===== src/hdl/gnva_pkg.sv =====
`timescale 1ns / 1ps
// Package for the grid neighbour velocity averaging block.
// Field widths, command codes and size defaults; no dependencies.
package gnva_pkg;

  localparam int VEL_W    = 32;
  localparam int SUM_W    = 35;
  localparam int COORD_W  = 4;
  localparam int CFG_W    = 5;
  localparam int SIZE_W   = 7;
  localparam int CNT_W    = 3;
  localparam int MAX_SIZE = 16;
  localparam int SIZE_RST = 16;

  localparam int S_TDATA_W = 112;
  localparam int M_TDATA_W = 104;

  typedef enum logic [1:0] {
    CMD_WRITE   = 2'd0,
    CMD_COMPUTE = 2'd1,
    CMD_COMMIT  = 2'd2,
    CMD_READ    = 2'd3
  } cmd_e;

  typedef enum logic [1:0] {
    REG_SIZE_X = 2'd0,
    REG_SIZE_Y = 2'd1,
    REG_SIZE_Z = 2'd2
  } reg_e;

  typedef logic [2:0][SUM_W-1:0] sum_vec_t;
  typedef logic [2:0][VEL_W-1:0] vel_vec_t;

endpackage


===== src/hdl/gnva_mean_div.sv =====
`timescale 1ns / 1ps
// Iterative signed divider: three sums by a small count, one quotient bit per cycle.
// Depends on gnva_pkg.
module gnva_mean_div import gnva_pkg::*; (
  input  logic             clk_i,
  input  logic             rst_ni,
  input  logic             start_i,
  input  logic [CNT_W-1:0] count_i,
  input  sum_vec_t         sum_i,
  output logic             done_o,
  output vel_vec_t         mean_o
);

  localparam int STEP_W = $clog2(SUM_W + 1);

  sum_vec_t              mag_q, mag_d;
  logic [2:0][CNT_W-1:0] rem_q, rem_d;
  logic [2:0]            neg_q, neg_d;
  logic [CNT_W-1:0]      div_q, div_d;
  logic [STEP_W-1:0]     step_q, step_d;
  logic                  busy_q, busy_d;
  logic                  done_q, done_d;
  logic [2:0][CNT_W:0]   trial;
  logic [2:0]            ge;

  always_comb begin
    mag_d  = mag_q;
    rem_d  = rem_q;
    neg_d  = neg_q;
    div_d  = div_q;
    step_d = step_q;
    busy_d = busy_q;
    done_d = 1'b0;
    for (int c = 0; c < 3; c++) begin
      trial[c] = {rem_q[c], mag_q[c][SUM_W-1]};
      ge[c]    = trial[c] >= {1'b0, div_q};
    end
    if (start_i) begin
      for (int c = 0; c < 3; c++) begin
        neg_d[c] = sum_i[c][SUM_W-1];
        mag_d[c] = sum_i[c][SUM_W-1] ? (~sum_i[c] + 1'b1) : sum_i[c];
      end
      rem_d  = '0;
      div_d  = count_i;
      step_d = STEP_W'(SUM_W);
      busy_d = 1'b1;
    end else if (busy_q) begin
      for (int c = 0; c < 3; c++) begin
        rem_d[c] = ge[c] ? CNT_W'(trial[c] - {1'b0, div_q}) : trial[c][CNT_W-1:0];
        mag_d[c] = {mag_q[c][SUM_W-2:0], ge[c]};
      end
      step_d = step_q - 1'b1;
      if (step_q == STEP_W'(1)) begin
        busy_d = 1'b0;
        done_d = 1'b1;
      end
    end
  end

  always_ff @(posedge clk_i or negedge rst_ni) begin
    if (!rst_ni) begin
      busy_q <= 1'b0;
      done_q <= 1'b0;
      step_q <= '0;
    end else begin
      busy_q <= busy_d;
      done_q <= done_d;
      step_q <= step_d;
    end
  end

  always_ff @(posedge clk_i) begin
    mag_q <= mag_d;
    rem_q <= rem_d;
    neg_q <= neg_d;
    div_q <= div_d;
  end

  always_comb begin
    for (int c = 0; c < 3; c++) begin
      mean_o[c] = neg_q[c] ? VEL_W'(~mag_q[c] + 1'b1) : mag_q[c][VEL_W-1:0];
    end
  end

  assign done_o = done_q;

endmodule


===== config.mk =====
export PLATFORM = sky130hd
export DESIGN_NAME = gnva_mean_div
export DESIGN_NICKNAME = d
export VERILOG_FILES = /design/src/hdl/gnva_pkg.sv /design/src/hdl/gnva_mean_div.sv
export SDC_FILE = /design/constraint.sdc
export NUM_CORES = 1
export LEC_CHECK = 0
export BUFFER_PORTS_ARGS = -buffer_cell sky130_fd_sc_hd__buf_2
export CELL_PAD_IN_SITES_DETAIL_PLACEMENT = 1
export CELL_PAD_IN_SITES_GLOBAL_PLACEMENT = 2
export CORE_ASPECT_RATIO = 0.9
export CORE_UTILIZATION = 30
export DETAILED_ROUTE_END_ITERATION = 10
export PLACE_DENSITY = 0.79
export SLEW_MARGIN = 20
export SYNTH_ARGS = -nofsm -noshare
export SYNTH_HDL_FRONTEND = slang
export SYNTH_SLANG_ARGS = --single-unit

===== constraint.sdc =====
create_clock -name clk_i -period 3.35 [get_ports clk_i]
set_input_delay 0.1675 -clock clk_i [delete_from_list [all_inputs] [get_ports clk_i]]
set_output_delay 0.1675 -clock clk_i [all_outputs]
set_load 0.05 [all_outputs]

* Word level (Yosys, flattened, before mapping) *
Cells that the tools add are included.

cells by class
  multiplexer cells = 19
  add/sub/neg operators = 10
  reduce and logical (&&, ||, !) cells = 1
  bitwise gates (word level) = 6
  $lt $le $gt $ge = 3
  equal/unequal tests = 1

operators with widths
  cell                   count
  $mux 105               2
  $add 35x1->35 const B  3
  $mux 35                3
  $not 35->35            3
  $add 32x1->32 const B  3
  $mux 32                3
  $not 32->32            3
  $ge 4x3->1             3
  $mux 6                 2
  $mux 3                 3
  $sub 3x3->3            3
  $eq 6x1->1 const B     1
  $mux 1                 6
  $sub 6x1->6 const B    1
  $reduce_bool 2->1      1

storage, ports and cells
  register bits after elaboration = 128
  output and inout port bits = 97

* Longest topological paths before layout *
  depth after elaboration = 4
  depth in mapped cells = 8
  mapped depth without buffers = 8

* Worst setup path after synthesis *
OpenSTA, ideal clock, no wires.

  path type = input to register
  from = input start_i
  to = register mag_q[0] in the netlist's numbering (enable)
  library setup time = 0.458 ns
  arrival = 2.828 ns
  stages on the path = 4
  path slack = 0.064 ns
  cells stage by stage = clkbuf_1 > clkbuf_1 > nor2_1 > inv_1

between the ends
  word-level cells in the longest chain between the ends = 1

RTL lines
  element                      RTL line             RTL
  start, declared              gnva_mean_div.sv:7   input logic start_i,
  $reduce_bool 2->1 (no line)  n/a
  end signal, assigned         gnva_mean_div.sv:73  mag_q <= mag_d;
  end, declared                gnva_mean_div.sv:16  sum_vec_t mag_q, mag_d;

No other way between the ends.
A chain may end at the register's enable or synchronous reset.

==> flow_metrics.env <==
export IMPL_startpoint="mag_q[35]$_DFFE_PP_"
export IMPL_critPathLaunchType="flop"
export IMPL_period_share_pct=92.9
export IMPL_grt_max_degree=172
export IMPL_ys_types=59
export IMPL_violations="DRC"
export IMPL_grt_pass1_vias=8876
export IMPL_yosys_area_share_simple_pct=19.4
export IMPL_synthArstFlopShare_pct=6.25
export IMPL_cp_endpoint="mean_o[54]"
export IMPL_ir_drop_mv=0.377
export IMPL_netlist_area_mm2=0.00979
export IMPL_top_layer_used="met4"
export IMPL_num_fill_cells=3759
export IMPL_initialDrtViolationCount=427
export IMPL_mostFrequentLayoutCell="buf_2"
export IMPL_drv_cap=0
export IMPL_worstMarginPinSlew_ns=1.02
export IMPL_synth_nets=1205
export IMPL_internal_power_mw=3.87
export IMPL_worstPathBufferInverterCount=2
export IMPL_fin_setup_tns_ns=0
export IMPL_p_per_area_mw_per_mm2=555
export IMPL_grt_pass1_wl_um=46900
export IMPL_synth_edff_count=111
export IMPL_fmax_ghz=0.321
export IMPL_yosys_warnings=0
export IMPL_worstReg2RegStart="div_q[0]$_DFFE_PP_"
export IMPL_synth_top_area_cell="edfxtp_1"
export IMPL_rsz0062_at_grt="false"
export IMPL_arrival_ns=2.94
export IMPL_whs_ns=0.139
export IMPL_wl_met1_um=14500
export IMPL_final_cell_mix="buf_2, nor2_1, edfxtp_1"
export IMPL_port_buffers=207
export IMPL_gp_congestion=0.826
export IMPL_p_leak_nw=4.45
export IMPL_ys_seq_area_share_pct=37.9
export IMPL_start_util_pct=30.6
export IMPL_synthCells=1074
export IMPL_finalHoldViolCount=0
export IMPL_die_h_um=173
export IMPL_clock_sinks=128
export IMPL_pwr_share_seq_pct=35.2
export IMPL_cp_top_family="simple AND/OR/NAND/NOR gates"
export IMPL_routed_wl_um=29000
export IMPL_cts_root_buf="clkbuf_16"
export IMPL_rows=62
export IMPL_finalClockSkew_ns=0.0131
export IMPL_grt_overflow=0
export IMPL_slowest_delay_ns=0.47
export IMPL_pwr_share_comb_pct=37.0
export IMPL_tritoncts="built"
export IMPL_fin_area_mm2=0.0119
export IMPL_crit_path_end_kind="output pin"
export IMPL_dpl_instance_area_mm2=0.0113
export IMPL_clk_latency_ns=0.41
export IMPL_required_ns=3.18
export IMPL_track_usage_pct=17.4
export IMPL_ios=208
export IMPL_wl_met3_um=1030
export IMPL_wl_met2_um=13200
export IMPL_h_tree_depth=4
export IMPL_layout_drive_gt1_share_pct=22.9
export IMPL_antenna_found_initial=1
export IMPL_detail_route_antenna_nets=0
export IMPL_worstSetupPathType="flop to output pin"
export IMPL_netSwitchingPower_mw=2.74
export IMPL_cts_clk_slew_worst_paths_ns=0.06
export IMPL_critPathMaxFanout=6
export IMPL_crit_chain="inv_1, ha_1, or4b_1, or3_4, nand3b_4, o31ai_1, xnor2_1, buf_2"
export IMPL_final_util_pct=37.2
export IMPL_slew_viol_final=0
export IMPL_nets=1398
export IMPL_synthAdderAreaFrac_pct=2.79
export IMPL_cts_buffers=17
export IMPL_wire_per_inst_um=17.1
export IMPL_synth_flop_cell="edfxtp_1"
export IMPL_synth_top_area_share_pct=34.0
export IMPL_ys_ff_latch=128
export IMPL_clk_path_buf_depth=2
export IMPL_detailed_place_hpwl_um=21700
export IMPL_coreArea_mm2=0.0320
export IMPL_clockPowerShare_pct=27.9
export IMPL_min_period_ns=3.11
export IMPL_die_x_um=192
export IMPL_synth_compound_area_share_pct=18.3
export IMPL_cp_depth=8
export IMPL_r2r_slack_ns=1.15
export IMPL_swShare_pct=41.5
export IMPL_r2r_end="rem_q[0]$_SDFFE_PP0P_"
export IMPL_synthTopCellsByArea="edfxtp_1, xnor2_1, xor2_1, a21oi_1, nor2_1"
export IMPL_synthMuxAreaShare_pct=1.07
export IMPL_synth_top_family_by_area="simple AND/OR/NAND/NOR gates"
export IMPL_r2r_cells=6
export IMPL_setup_violations=0
export IMPL_status="complete, but fails checks"
export IMPL_slowest_stage="or4b_1"
export IMPL_synth_xor_area_share_pct=17.0
export IMPL_synth_avg_cell_area_um2=9.12
export IMPL_syn_to_final_growth_pct=21.7
export IMPL_via_count=8780
export IMPL_drc=17
export IMPL_hold_path_class="primary input to flop"
export IMPL_via_per_inst=5.17
export IMPL_die_area_mm2=0.0334
export IMPL_firstDrtPassIters=8
export IMPL_slew_headroom_pct=32.3
export IMPL_cts_resized_gates=0
[logic make-up after synthesis]
kind of cell	after synthesis
mux	10
fa+ha+maj	20
simple gates	357
xor+xnor	190
compound gates	280
flops	128
buf+inv	89
[state kept, by name (all words and copies together) (netlist names)]
name    cells
neg_q       3
busy_q      1
rem_q       9
done_o      1
step_q      6
mag_q     105
div_q       3
[metrics by stage]
stage | worst slack [ns] | std cells | total power [mW]
global placement | 0.717 | 1660 | 4.77
global route | 0.0251 | 1697 | 6.96
detailed placement | 0.666 | 1660 | 4.81
floorplan | 0.0637 | 1074 | 4.14
finish | 0.238 | 1697 | 6.61
CTS | 0.207 | 1696 | 6.69
[cell type report]
cell class / instances / area [um2] / share of cell area, %
Tap cell: 416 / 520 / 4.37
Timing Repair Buffer: 228 / 1230 / 10.4
Clock buffer: 19 / 433 / 3.63
Clock inverter: 13 / 141 / 1.19
Inverter: 35 / 134 / 1.12
Multi-Input combinational cell: 857 / 5740 / 48.1
Antenna cell: 1 / 2.50 / 0.0210
Sequential cell: 128 / 3710 / 31.2
[what timing repair did]
item                                   CTS  global route
endpoints found under the hold margin   11             0
setup buffers                            0             0
hold buffers                             4             0
[cells in the mapped netlist, drive strengths merged, types with 5 or more instances]
library cell and count:
a21oi 106, buf 11, clkbuf 43, dfrtp 8
dfxtp 9, edfxtp 111, ha 17, inv 35
mux2i 6, nand2 63, nand2b 20, nand3 21
nand3b 5, nand4 6, nand4b 8, nor2 129
nor3 18, nor4 26, o21ai 60, o31ai 57
o41ai 40, or2 8, or3 20, or4 14
xnor2 104, xor2 86
[power by group through the flow]
stage / clock, mW / sequential (mW) / combinational (mW)
2_1_floorplan: 0 / 2.24 / 1.89
3_3_place_gp: 0 / 2.34 / 2.42
3_5_place_dp: 0 / 2.36 / 2.45
4_1_cts: 1.89 / 2.33 / 2.47
5_1_grt: 1.96 / 2.37 / 2.64
6_report: 1.84 / 2.32 / 2.45
[layer usage]
layer	vias up	global-route usage [%]
met5	-	0
met4	0	3.81
met3	15	2.39
met2	175	27.7
met1	4266	24.9
li1	4324	-
[worst min-delay path by stage]
stage	startpoint	end	slack [ns]	depth (start not counted)
after floorplan	rst_ni	busy_q$_DFF_PN0_	-0.13	0
after global placement	rst_ni	step_q[3]$_DFFE_PN0P_	0.03	1
after detailed placement	rst_ni	done_o$_DFF_PN0_	0.03	1
after CTS	sum_i[103]	mag_q[103]$_DFFE_PP_	0.13	2
after global routing	rst_ni	step_q[3]$_DFFE_PN0P_	0.16	2
final	sum_i[103]	mag_q[103]$_DFFE_PP_	0.14	2
Note: power is estimated with default switching activity, not from simulation.
